[src/assert_macros.svh]
// Assertion macros shared by the mixer RTL.
// No dependencies; included by files that carry concurrent checks.
`ifndef ASSERT_MACROS_SVH
`define ASSERT_MACROS_SVH

// Check that is skipped while reset is asserted.
`define ASSERT_RST(lbl, clk, rst_n, prop, msg) \
  lbl: assert property (@(posedge clk) disable iff (!rst_n) prop) else $error(msg);

// Check that holds at every edge, reset included.
`define ASSERT_ALWAYS(lbl, clk, prop, msg) \
  lbl: assert property (@(posedge clk) prop) else $error(msg);

`endif

[src/smsc_pkg.sv]
// Shared constants and codes for the stem mixer with soft clipper.
// No dependencies; used by smsc_bus_clip and the top level.
`timescale 1ns / 1ps
`default_nettype none

package smsc_pkg;

  localparam int SMSC_NUM_STEMS      = 4;
  localparam int SMSC_SAMPLE_BITS    = 16;
  localparam int SMSC_GAIN_FRAC_BITS = 14;

  localparam int GAIN_W    = 16;
  localparam int POS_W     = 32;
  localparam int CFG_W     = 32;
  localparam int CFG_IDX_W = 2;
  localparam int KIND_W    = 3;

  localparam logic [CFG_IDX_W-1:0] REG_MAIN_GAIN   = 2'd0;
  localparam logic [CFG_IDX_W-1:0] REG_CUE_GAIN    = 2'd1;
  localparam logic [CFG_IDX_W-1:0] REG_SWAP_SIDES  = 2'd2;
  localparam logic [CFG_IDX_W-1:0] REG_SONG_LENGTH = 2'd3;

  localparam logic [GAIN_W-1:0] GAIN_UNITY = 16'd16384;

  typedef enum logic [KIND_W-1:0] {
    KIND_TICK  = 3'd0,
    KIND_PLAY  = 3'd1,
    KIND_PAUSE = 3'd2,
    KIND_STOP  = 3'd3,
    KIND_SEEK  = 3'd4
  } kind_e;

endpackage

`default_nettype wire

[src/stem_mixer_soft_clip_transport.sv]
// Stem mixer with soft clipper and transport: top level, uses smsc_pkg and smsc_bus_clip.
// Frame tick while playing: the stems are summed into the main bus, then both bus lanes run
// in parallel through the serial gain multiply and, when a bus enters the clipper, the
// restoring divider; the emit state then loads the output word once the output is free.
// Other items go from accept straight to emit. One item in flight at a time.
// Reset (async, active low) clears transport state, loads register defaults, empties output.
`timescale 1ns / 1ps
`default_nettype none
`include "assert_macros.svh"

module stem_mixer_soft_clip_transport #(
  parameter int NUM_STEMS      = smsc_pkg::SMSC_NUM_STEMS,
  parameter int SAMPLE_BITS    = smsc_pkg::SMSC_SAMPLE_BITS,
  parameter int GAIN_FRAC_BITS = smsc_pkg::SMSC_GAIN_FRAC_BITS
) (
  input  logic                                   clk_i,
  input  logic                                   rst_ni,
  input  logic                                   cfg_we_i,
  input  logic [smsc_pkg::CFG_IDX_W-1:0]         cfg_index_i,
  input  logic [smsc_pkg::CFG_W-1:0]             cfg_data_i,
  input  logic                                   s_axis_tvalid_i,
  output logic                                   s_axis_tready_o,
  // stem_a .. stem_(NUM_STEMS), click_sample, seek_target, zero fill
  input  logic [(((NUM_STEMS+1)*SAMPLE_BITS+smsc_pkg::POS_W+7)/8)*8-1:0] s_axis_tdata_i,
  // kind
  input  logic [smsc_pkg::KIND_W-1:0]            s_axis_tuser_i,
  output logic                                   m_axis_tvalid_o,
  input  logic                                   m_axis_tready_i,
  // left_out, right_out, frame_position, is_playing, reached_end, zero fill
  output logic [((2*SAMPLE_BITS+smsc_pkg::POS_W+2+7)/8)*8-1:0] m_axis_tdata_o
);
  import smsc_pkg::*;

  localparam int SB     = SAMPLE_BITS;
  localparam int SUM_W  = SAMPLE_BITS + $clog2(NUM_STEMS);
  localparam int OUT_W  = ((2 * SAMPLE_BITS + POS_W + 2 + 7) / 8) * 8;
  localparam int STEM_W = NUM_STEMS * SAMPLE_BITS;
  localparam int SCNT_W = $clog2(NUM_STEMS + 1);

  typedef enum logic [2:0] {
    S_IDLE,
    S_SUM,
    S_START,
    S_WAIT,
    S_EMIT
  } top_state_e;

  // configuration
  logic [GAIN_W-1:0] main_gain_q;
  logic [GAIN_W-1:0] cue_gain_q;
  logic              swap_q;
  logic [POS_W-1:0]  song_len_q;

  // transport
  logic [POS_W-1:0]  pos_q;
  logic              run_q;
  logic              done_q;
  logic [POS_W-1:0]  pos_nx;
  logic              run_nx;
  logic              done_nx;
  logic [POS_W:0]    pos_inc;
  logic [POS_W-1:0]  seek_t;

  top_state_e               state_q;
  logic [STEM_W-1:0]        stems_q;
  logic [SB-1:0]            click_q;
  logic signed [SUM_W-1:0]  sum_q;
  logic [SCNT_W-1:0]        scnt_q;
  logic signed [SB-1:0]     pend_left_q;
  logic signed [SB-1:0]     pend_right_q;
  logic [POS_W-1:0]         pend_pos_q;
  logic                     pend_play_q;
  logic                     pend_end_q;
  logic                     m_valid_q;
  logic [OUT_W-1:0]         m_data_q;

  logic                     in_acc;
  logic                     lane_start;
  logic                     main_busy;
  logic                     cue_busy;
  logic signed [SB-1:0]     main_sample;
  logic signed [SB-1:0]     cue_sample;
  logic signed [SUM_W-1:0]  cue_value;

  assign in_acc     = s_axis_tvalid_i && s_axis_tready_o;
  assign lane_start = (state_q == S_START);
  assign cue_value  = SUM_W'($signed(click_q));
  assign seek_t     = s_axis_tdata_i[(NUM_STEMS+1)*SB +: POS_W];
  assign pos_inc    = {1'b0, pos_q} + 1'b1;

  always_ff @(posedge clk_i or negedge rst_ni) begin
    if (!rst_ni) begin
      main_gain_q <= GAIN_UNITY;
      cue_gain_q  <= GAIN_UNITY;
      swap_q      <= 1'b0;
      song_len_q  <= '0;
    end else if (cfg_we_i) begin
      case (cfg_index_i)
        REG_MAIN_GAIN:   main_gain_q <= cfg_data_i[GAIN_W-1:0];
        REG_CUE_GAIN:    cue_gain_q  <= cfg_data_i[GAIN_W-1:0];
        REG_SWAP_SIDES:  swap_q      <= cfg_data_i[0];
        REG_SONG_LENGTH: song_len_q  <= cfg_data_i[POS_W-1:0];
        default: begin
        end
      endcase
    end
  end

  // transport state after the item at the input
  always_comb begin
    pos_nx  = pos_q;
    run_nx  = run_q;
    done_nx = done_q;
    case (kind_e'(s_axis_tuser_i))
      KIND_TICK: begin
        if (run_q) begin
          if (pos_inc >= {1'b0, song_len_q}) begin
            pos_nx  = song_len_q;
            run_nx  = 1'b0;
            done_nx = 1'b1;
          end else begin
            pos_nx = pos_inc[POS_W-1:0];
          end
        end
      end
      KIND_PLAY: begin
        run_nx  = 1'b1;
        done_nx = 1'b0;
      end
      KIND_PAUSE: begin
        run_nx = 1'b0;
      end
      KIND_STOP: begin
        run_nx  = 1'b0;
        pos_nx  = '0;
        done_nx = 1'b0;
      end
      KIND_SEEK: begin
        pos_nx  = (seek_t > song_len_q) ? song_len_q : seek_t;
        done_nx = 1'b0;
      end
      default: begin
      end
    endcase
  end

  always_ff @(posedge clk_i or negedge rst_ni) begin
    if (!rst_ni) begin
      state_q      <= S_IDLE;
      pos_q        <= '0;
      run_q        <= 1'b0;
      done_q       <= 1'b0;
      stems_q      <= '0;
      click_q      <= '0;
      sum_q        <= '0;
      scnt_q       <= '0;
      pend_left_q  <= '0;
      pend_right_q <= '0;
      pend_pos_q   <= '0;
      pend_play_q  <= 1'b0;
      pend_end_q   <= 1'b0;
      m_valid_q    <= 1'b0;
      m_data_q     <= '0;
    end else begin
      // drop the output word once taken, unless emit reloads it
      if (m_valid_q && m_axis_tready_i && (state_q != S_EMIT)) begin
        m_valid_q <= 1'b0;
      end
      case (state_q)
        S_IDLE: begin
          if (in_acc) begin
            pos_q        <= pos_nx;
            run_q        <= run_nx;
            done_q       <= done_nx;
            pend_pos_q   <= pos_nx;
            pend_play_q  <= run_nx;
            pend_end_q   <= done_nx;
            pend_left_q  <= '0;
            pend_right_q <= '0;
            stems_q      <= s_axis_tdata_i[STEM_W-1:0];
            click_q      <= s_axis_tdata_i[STEM_W +: SB];
            sum_q        <= '0;
            scnt_q       <= SCNT_W'(NUM_STEMS);
            if ((kind_e'(s_axis_tuser_i) == KIND_TICK) && run_q) begin
              state_q <= S_SUM;
            end else begin
              state_q <= S_EMIT;
            end
          end
        end
        S_SUM: begin
          // one stem per cycle out of the shift register
          sum_q   <= sum_q + SUM_W'($signed(stems_q[SB-1:0]));
          stems_q <= stems_q >> SB;
          scnt_q  <= scnt_q - 1'b1;
          if (scnt_q == SCNT_W'(1)) begin
            state_q <= S_START;
          end
        end
        S_START: begin
          state_q <= S_WAIT;
        end
        S_WAIT: begin
          if (!main_busy && !cue_busy) begin
            pend_left_q  <= swap_q ? cue_sample : main_sample;
            pend_right_q <= swap_q ? main_sample : cue_sample;
            state_q      <= S_EMIT;
          end
        end
        S_EMIT: begin
          if (!m_valid_q || m_axis_tready_i) begin
            m_valid_q <= 1'b1;
            m_data_q  <= OUT_W'({pend_end_q, pend_play_q, pend_pos_q,
                                 pend_right_q, pend_left_q});
            state_q   <= S_IDLE;
          end
        end
        default: begin
          state_q <= S_IDLE;
        end
      endcase
    end
  end

  smsc_bus_clip #(
    .NUM_STEMS      (NUM_STEMS),
    .SAMPLE_BITS    (SAMPLE_BITS),
    .GAIN_FRAC_BITS (GAIN_FRAC_BITS)
  ) u_main_bus (
    .clk_i    (clk_i),
    .rst_ni   (rst_ni),
    .start_i  (lane_start),
    .value_i  (sum_q),
    .gain_i   (main_gain_q),
    .busy_o   (main_busy),
    .sample_o (main_sample)
  );

  smsc_bus_clip #(
    .NUM_STEMS      (NUM_STEMS),
    .SAMPLE_BITS    (SAMPLE_BITS),
    .GAIN_FRAC_BITS (GAIN_FRAC_BITS)
  ) u_cue_bus (
    .clk_i    (clk_i),
    .rst_ni   (rst_ni),
    .start_i  (lane_start),
    .value_i  (cue_value),
    .gain_i   (cue_gain_q),
    .busy_o   (cue_busy),
    .sample_o (cue_sample)
  );

  assign s_axis_tready_o = (state_q == S_IDLE);
  assign m_axis_tvalid_o = m_valid_q;
  assign m_axis_tdata_o  = m_data_q;

  `ASSERT_ALWAYS(a_run_done_excl, clk_i, !(run_q && done_q), "playing and finished at once")
  `ASSERT_RST(a_lane_in_wait, clk_i, rst_ni, (main_busy || cue_busy) |-> (state_q == S_WAIT), "bus lane busy outside wait")
  `ASSERT_RST(a_valid_from_emit, clk_i, rst_ni, $rose(m_valid_q) |-> ($past(state_q) == S_EMIT), "output word not from emit")
  `ASSERT_RST(a_tick_blocks, clk_i, rst_ni, (in_acc && (s_axis_tuser_i == KIND_TICK) && run_q) |=> !s_axis_tready_o, "ready during audio frame")

endmodule

`default_nettype wire

[src/smsc_bus_clip.sv]
// One bus lane: serial gain multiply, rounding or rational soft clip, saturation.
// Depends on smsc_pkg; instantiated twice by stem_mixer_soft_clip_transport.
`timescale 1ns / 1ps
`default_nettype none

module smsc_bus_clip #(
  parameter int NUM_STEMS      = smsc_pkg::SMSC_NUM_STEMS,
  parameter int SAMPLE_BITS    = smsc_pkg::SMSC_SAMPLE_BITS,
  parameter int GAIN_FRAC_BITS = smsc_pkg::SMSC_GAIN_FRAC_BITS
) (
  input  logic                                               clk_i,
  input  logic                                               rst_ni,
  input  logic                                               start_i,
  input  logic signed [SAMPLE_BITS+$clog2(NUM_STEMS)-1:0]    value_i,
  input  logic        [smsc_pkg::GAIN_W-1:0]                 gain_i,
  output logic                                               busy_o,
  output logic signed [SAMPLE_BITS-1:0]                      sample_o
);
  import smsc_pkg::*;

  localparam int S      = SAMPLE_BITS - 1;
  localparam int G      = GAIN_FRAC_BITS;
  localparam int SUM_W  = SAMPLE_BITS + $clog2(NUM_STEMS);
  localparam int PROD_W = SUM_W + GAIN_W;
  localparam int DW     = PROD_W + 1;
  localparam int Q_W    = SAMPLE_BITS;
  localparam int NB     = 2 * S + G;
  localparam int NUM_W  = ((NB > DW) ? NB : DW) + 1;
  localparam int CNT_MAX = (GAIN_W > Q_W) ? GAIN_W : Q_W;
  localparam int CNT_W  = $clog2(CNT_MAX + 1);

  localparam logic [PROD_W-1:0] ONE_X    = {{(PROD_W-1){1'b0}}, 1'b1} << (S + G);
  localparam logic [PROD_W:0]   HALF     = {{PROD_W{1'b0}}, 1'b1} << (G - 1);
  localparam logic [PROD_W:0]   SMAX_W   = ({{PROD_W{1'b0}}, 1'b1} << S) - 1'b1;
  localparam logic [S-1:0]      SMAX_S   = '1;
  localparam logic [S:0]        ONE_S    = {1'b1, {S{1'b0}}};
  localparam logic [NUM_W-1:0]  NUM_BASE = {{(NUM_W-1){1'b0}}, 1'b1} << NB;

  typedef enum logic [2:0] {
    L_IDLE,
    L_MUL,
    L_CHK,
    L_PREP,
    L_DIV,
    L_FIN
  } lane_state_e;

  lane_state_e        state_q;
  logic [CNT_W-1:0]   cnt_q;
  logic               neg_q;
  logic [PROD_W-1:0]  mcand_q;
  logic [GAIN_W-1:0]  gain_q;
  logic [PROD_W-1:0]  acc_q;
  logic [DW-1:0]      d_q;
  logic [DW-1:0]      rem_q;
  logic [Q_W-1:0]     qsh_q;
  logic signed [SAMPLE_BITS-1:0] sample_q;

  logic [SUM_W-1:0]   mag_in;
  logic [PROD_W-1:0]  acc_d;
  logic [PROD_W:0]    rnd;
  logic [S-1:0]       rnd_mag;
  logic [DW-1:0]      d_init;
  logic [NUM_W-1:0]   num_sum;
  logic [DW:0]        div_t;
  logic               div_ge;
  logic [DW-1:0]      rem_d;
  logic [S:0]         q_diff;
  logic [S-1:0]       q_mag;

  function automatic logic signed [SAMPLE_BITS-1:0] with_sign(input logic n,
                                                              input logic [S-1:0] m);
    logic [SAMPLE_BITS-1:0] v;
    v = {1'b0, m};
    return n ? -v : v;
  endfunction

  always_comb begin
    mag_in  = value_i[SUM_W-1] ? SUM_W'(-value_i) : SUM_W'(value_i);
    acc_d   = acc_q + (gain_q[0] ? mcand_q : '0);
    // round half up, then clamp to the largest positive magnitude
    rnd     = ({1'b0, acc_q} + HALF) >> G;
    rnd_mag = (rnd > SMAX_W) ? SMAX_S : rnd[S-1:0];
    d_init  = {acc_q, 1'b0} - {1'b0, ONE_X};
    num_sum = NUM_BASE + NUM_W'(d_q >> 1);
    // restoring divide step: shift in the next dividend bit, subtract if it fits
    div_t   = {rem_q, qsh_q[Q_W-1]};
    div_ge  = div_t >= {1'b0, d_q};
    rem_d   = div_ge ? DW'(div_t - {1'b0, d_q}) : div_t[DW-1:0];
    q_diff  = ONE_S - qsh_q;
    q_mag   = (qsh_q == '0) ? SMAX_S : q_diff[S-1:0];
  end

  always_ff @(posedge clk_i or negedge rst_ni) begin
    if (!rst_ni) begin
      state_q  <= L_IDLE;
      cnt_q    <= '0;
      neg_q    <= 1'b0;
      mcand_q  <= '0;
      gain_q   <= '0;
      acc_q    <= '0;
      d_q      <= '0;
      rem_q    <= '0;
      qsh_q    <= '0;
      sample_q <= '0;
    end else begin
      case (state_q)
        L_IDLE: begin
          if (start_i) begin
            neg_q   <= value_i[SUM_W-1];
            mcand_q <= PROD_W'(mag_in);
            gain_q  <= gain_i;
            acc_q   <= '0;
            cnt_q   <= CNT_W'(GAIN_W);
            state_q <= L_MUL;
          end
        end
        L_MUL: begin
          acc_q   <= acc_d;
          mcand_q <= mcand_q << 1;
          gain_q  <= gain_q >> 1;
          cnt_q   <= cnt_q - 1'b1;
          if (cnt_q == CNT_W'(1)) begin
            state_q <= L_CHK;
          end
        end
        L_CHK: begin
          if (acc_q <= ONE_X) begin
            sample_q <= with_sign(neg_q, rnd_mag);
            state_q  <= L_IDLE;
          end else begin
            d_q     <= d_init;
            state_q <= L_PREP;
          end
        end
        L_PREP: begin
          // upper dividend bits are already below the divisor
          rem_q   <= DW'(num_sum >> Q_W);
          qsh_q   <= num_sum[Q_W-1:0];
          cnt_q   <= CNT_W'(Q_W);
          state_q <= L_DIV;
        end
        L_DIV: begin
          rem_q   <= rem_d;
          qsh_q   <= {qsh_q[Q_W-2:0], div_ge};
          cnt_q   <= cnt_q - 1'b1;
          if (cnt_q == CNT_W'(1)) begin
            state_q <= L_FIN;
          end
        end
        L_FIN: begin
          sample_q <= with_sign(neg_q, q_mag);
          state_q  <= L_IDLE;
        end
        default: begin
          state_q <= L_IDLE;
        end
      endcase
    end
  end

  assign busy_o   = (state_q != L_IDLE);
  assign sample_o = sample_q;

endmodule

`default_nettype wire

[config.mk]
export PLATFORM = sky130hd
export DESIGN_NAME = stem_mixer_soft_clip_transport
export DESIGN_NICKNAME = d
export VERILOG_FILES = /design/src/smsc_pkg.sv /design/src/stem_mixer_soft_clip_transport.sv /design/src/smsc_bus_clip.sv
export VERILOG_INCLUDE_DIRS = /design/src /design/src/src
export SDC_FILE = /design/constraint.sdc
export NUM_CORES = 2
export LEC_CHECK = 0
export BUFFER_PORTS_ARGS = -buffer_cell sky130_fd_sc_hd__buf_2
export CAP_MARGIN = 20
export CORE_ASPECT_RATIO = 1.25
export CORE_MARGIN = 8
export CORE_UTILIZATION = 45
export CTS_CLUSTER_DIAMETER = 200
export DETAILED_ROUTE_END_ITERATION = 10
export SLEW_MARGIN = 10
export SYNTH_ARGS = -nofsm -noshare
export SYNTH_HDL_FRONTEND = slang
export SYNTH_SLANG_ARGS = --single-unit
[constraint.sdc]
create_clock -name clk_i -period 5.5 [get_ports clk_i]
set_input_delay 0.275 -clock clk_i [delete_from_list [all_inputs] [get_ports clk_i]]
set_output_delay 0.275 -clock clk_i [all_outputs]
set_load 0.02 [all_outputs]
Yosys cells after proc, flatten, opt, wreduce, memory -nomap -nowiden
Index checks and enable logic that the tools add are counted.
- multiplexer cells: 77
- order comparisons: 8
- bitwise gates (word level): 2
- add/subtract/negate cells: 23
- equal/unequal tests: 39
- reductions and logical operators: 59
- operator list (cell ; number):
    $pmux W34 S2 ; 4
    $pmux W16 S2 ; 8
    $mux W16 ; 13
    $mux W34 ; 5
    $pmux W35 S2 ; 2
    $pmux W64 S2 ; 1
    $mux W32 ; 3
    $pmux W32 S3 ; 1
    $add A45 B34 Y45 const A ; 2
    $ge A36 B35 Y1 ; 2
    $add A34 B14 Y35 const B ; 2
    $mux W35 ; 2
    $sub A35 B30 Y35 const B ; 2
    $sub A35 B35 Y35 ; 2
    $add A34 B34 Y34 ; 2
    $le A34 B30 Y1 const B ; 2
    $mux W64 ; 1
    $neg A15 Y16 ; 4
    $mux W15 ; 4
    $mux W18 ; 3
    $pmux W3 S5 ; 3
    $gt A21 B15 Y1 const B ; 2
    $pmux W18 S2 ; 1
    $reduce_and A2 Y1 ; 17
    other kinds (40) ; 120
- bits in registers: 692
- logic and storage cells: 244

Longest topological paths before layout
- depth after elaboration: 7
- depth in mapped cells: 21

Hierarchy
Synthesis repeated with hierarchy kept, for this count alone.
- cells, all modules: 5044
- area total of the unflattened synthesis: 43779.5 µm²
- by module, submodules not included (module ; times used ; cells an instance ; seq. area each (µm²) ; area each (µm²)):
    stem_mixer_soft_clip_transport ; 1 ; 1653 ; 7559.8 ; 16198.0
    smsc_bus_clip at u_main_bus ; 1 ; 1697 ; 4854.7 ; 13794.5
    smsc_bus_clip at u_cue_bus ; 1 ; 1694 ; 4854.7 ; 13787.0

Least setup slack after synthesis
OpenSTA, ideal clock, no wires.
- kind: register to register
- start: reg, netlist name pend_pos_q[7]
- end: reg pend_pos_q[10]
- buffers on the path: 2
- stages on the path, launching flop included: 20
- arrival time: 4.072 ns
- path slack: 1.302 ns
- data required time: 5.374 ns
- path through: dfrtp_1 -> clkbuf_1 -> and4_1 -> and3_1 -> and4_1 -> nand4_1 -> nor3_1 -> nand4_1 -> xnor2_1 -> ha_1 -> nand4_1 -> or2_2 -> nor3_1 -> nand4_1 -> nand2_1 -> a41o_1 -> buf_2 -> nor2_1 -> a32o_1 -> a221o_1
- RTL lines (what ; line ; text):
    end signal, assigned ; stem_mixer_soft_clip_transport.sv:175 ; pend_pos_q <= pos_nx;
    end, declared ; stem_mixer_soft_clip_transport.sv:71 ; logic [POS_W-1:0] pend_pos_q;

==> metrics.md <==
| Metric | Value |
|---|---|
| Max-Cap Viols | 0 |
| Commonest non-fill, non-tap cell in the layout | nand2_1 |
| Total power | about 17 mW |
| CTS tree | yes |
| First-pass GRT wire length | between 150 and 200 mm |
| Initial antenna violation count | 4 |
| RePlAce Congestion | roughly 0.9 |
| Num CTS Buffers | 76 |
| Storage cell area | 0.0173 sq mm |
| Netlist cell types | 84 |
| Die Area | around 0.11 sq mm |
| Run status | finished clean |
| Antenna-violating nets left | 0 |
| Synth Flop Type | dfrtp_1 |
| H-tree Lvls | 3 |
| Setup TNS | 0 ps |
| RSZ-0062 raised after global routing | no |
| Area Overhead vs Synth | 14.5% |
| Normalized max-slew margin | between 30% and 40% |
| Nets | approximately 5.5k |
| Multi-input logic area | around 0.024 sq mm |
| Sink Count | 690 |
| Post-Place Setup Slack | 548 ps |
| Synth top area share | around 40% |
| Met2 Wirelength | 57.8 mm |
| Starting Density | 45.4% |
| Setup violators final | 0 |
| Hold Vio Cnt, Final | 0 |
| Detailed Place HPWL | ~86 mm |
| DRC viols | 0 |
| Buffers on Ports | ~220 |
| Routed wl met3 | approximately 5.6 mm |
| Min-Delay Path Class | input port to register |
| P_leak | 23.3 nW |
| Area contributors post-synth | dfrtp_1, ha_1, nand2_1, o21ai_0, mux2_2 |
| Final setup margin | about 320 ps |
| Setup crit start kind | register |
| FMAX | around 0.19 GHz |
| Grt ovf | 0 |
| Largest net degree at the start of global routing | about 150 |
| Avg Cell Area, Syn | 8.74 sq um |
| Drt pass-1 iters | 5 |
| Post-synth top area cell | dfrtp_1 |
| Power per Cell Area | between 300 and 400 mW/mm^2 |
| CTS clk-pin slew, worst paths | roughly 60 ps |
| Slew Limit Fails | 0 |
| Number of synthesized flops with an enable pin | 0 |
| Top Metal Used | met4 |
| WL final | 121 mm |
| Most frequent cells in the layout | nand2_1, dfrtp_1, o21ai_0 |
| FILL cells | a little under 9k |
| Drt wl/cell | 18.8 microns |
| DR iter-0 viols | ~2.6k |
| Worst Skew | around 19 ps |
| Overall fraction of global-route tracks in use | between 20% and 30% |
| WHS | ~56 ps |
| Vias per cell | roughly 5.7 |
| Row count | between 100 and 150 |
| Non-Filler Instances | roughly 6.4k |
| Worst setup EP type | register |
| Via count | roughly 37k |
| Final period utilization | ~94% |
| Crit Path Class | register to register |
| Data required, critical path | roughly 6000 ps |
| Core ar. | about 0.095 sq mm |
| Clock Path Buffers | 3 |
| Final instance area | 0.0492 sq mm |
| Dpl cells | about 6.1k |
| Worst skew pair latency | 640 ps |
| Die H | 361 microns |
| Cell area after synthesis | around 0.043 sq mm |
| Gate Count Post-Synth | 4,918 |
| Post-DP Area | ~0.045 sq mm |
| Clock period minus worst slack | around 5200 ps |
| Critical Path AT | roughly 5700 ps |
| Root Buffer | clkbuf_16 |
| Fin util | between 50% and 60% |
| I/O pin cnt | 228 |
| Slew @ Worst Pin | between 1000 and 1500 ps |
| Layout cells sized above 1 | between 10% and 20% |
| #FFs+latches synth | around 700 |
| Worst VDD drop | ~250 uV |
| YS warnings | 0 |
| CP Max Fanout | 18 |
| Metal1 wirelength | 53.7 mm |
| Vias in the first global route | around 36k |
| Sequential share of the synthesized area | 40.2% |
| Die width | between 200 and 300 microns |
| Post-synth ARST share | 100% |
-- cell type report --
cell class	count	share of cell area [%]
Clock buffer	101	4.31
Clock inverter	35	0.928
Inverter	182	1.39
Antenna cell	3	0.0153
Multi-Input combinational cell	3769	48.9
Sequential cell	690	35.1
Timing Repair Buffer	424	6.28
Tap cell	1216	3.09
-- power breakdown --
group | switching, mW | internal [mW] | leakage, nW
Clock | 2.19 | 3.15 | 1.25
Sequential | 0.997 | 5.98 | 9.08
Combinational | 2.97 | 2.18 | 12.9
-- cell families (layout without fill, tap and decap cells) --
kind of cell / Yosys count / in the layout / share of synthesized area [%]
flip-flops: 690 / 690 / 40.2
other: 1 / 9 / 0.00873
adder cells (fa/ha/maj): 243 / 243 / 7.16
multiplexers: 231 / 231 / 5.79
AND/OR/NAND/NOR: 1675 / 1675 / 18.0
XOR/XNOR: 257 / 257 / 5.24
buffers and inverters: 464 / 742 / 4.13
AO/OA/AOI/OAI: 1357 / 1357 / 19.5
-- flip-flops by register name, indices dropped and copies added (netlist names), 18 cells and up --
signal and count:
u_cue_bus.acc_q 34, u_main_bus.rem_q 35, u_cue_bus.d_q 34, u_cue_bus.rem_q 35, m_axis_tdata_o 66, u_main_bus.mcand_q 34
u_main_bus.d_q 34, sum_q 18, u_main_bus.acc_q 34, pend_pos_q 32, song_len_q 32, u_cue_bus.mcand_q 34
stems_q 64
-- path summary, 6_finish.rpt --
| path | from | endpoint | slack (ps) | cells past startpoint |
|---|---|---|---|---|
| min in group asynchronous | rst_ni | song_len_q[23] | 230 | 2 |
| max reg2reg | pend_pos_q[1] | pend_end_q | 320 | 18 |
| max | pend_pos_q[1] | pend_end_q | 320 | 18 |
| max in group asynchronous | rst_ni | u_main_bus.rem_q[34] | 3850 | 3 |
| min | s_axis_tvalid_i | state_q[2] | 60 | 4 |
| min reg2reg | pend_right_q[15] | pend_right_q[15] | 470 | 2 |
-- cell usage after synthesis (8+ instances only) --
cell type	n
or2_2	18
a21oi_1	301
a211oi_1	34
inv_1	180
and3_1	42
a32oi_1	11
o211ai_1	17
o31ai_1	66
o41ai_1	9
ha_1	238
nor3_1	72
nand3b_1	13
o21bai_1	27
a221oi_1	10
mux2i_1	92
a22oi_1	39
o22ai_1	59
a21boi_0	14
xor2_1	129
o21a_1	26
a32o_1	13
nor3b_1	15
and4_1	8
clkbuf_1	251
a31oi_1	81
or3_1	34
a221o_1	18
or4_1	12
xnor2_1	128
nor4_1	28
o21ai_0	441
nor2b_1	27
o221ai_1	22
buf_1	20
nand3_1	164
dfrtp_1	688
and2_1	95
mux2_2	139
nand2b_1	30
nand2_1	708
nor2_1	335
a21o_1	101
nand4_1	52
-- per-layer routing --
layer  vias to the layer above  GRT usage, %
met2                       887          37.9
met3                       208          3.23
met5                         -             0
li1                      17990             -
met4                         0          7.16
met1                     17541          29.1
-- worst max-delay path: stages, from the launching register on --
cell	delay, ps
dfrtp_1	410
ha_1	270
nand2_1	120
nor2_1	200
buf_4	170
and4_1	210
xor2_1	240
ha_1	290
a21o_1	160
a21o_1	160
a21o_1	170
a21o_1	180
a211oi_1	220
o21ai_0	260
a211oi_4	790
nand2_1	350
a21oi_1	200
o31ai_1	80
dlygate4sd3_1	570
-- what timing repair did --
action	4_1_cts	5_1_grt
buffers inserted	0	0
hold buffers	146	0
gates resized for setup	0	3
hold endpoints to repair	266	0
endpoints found under the setup margin	0	1
(Power assumes the default switching activity.)
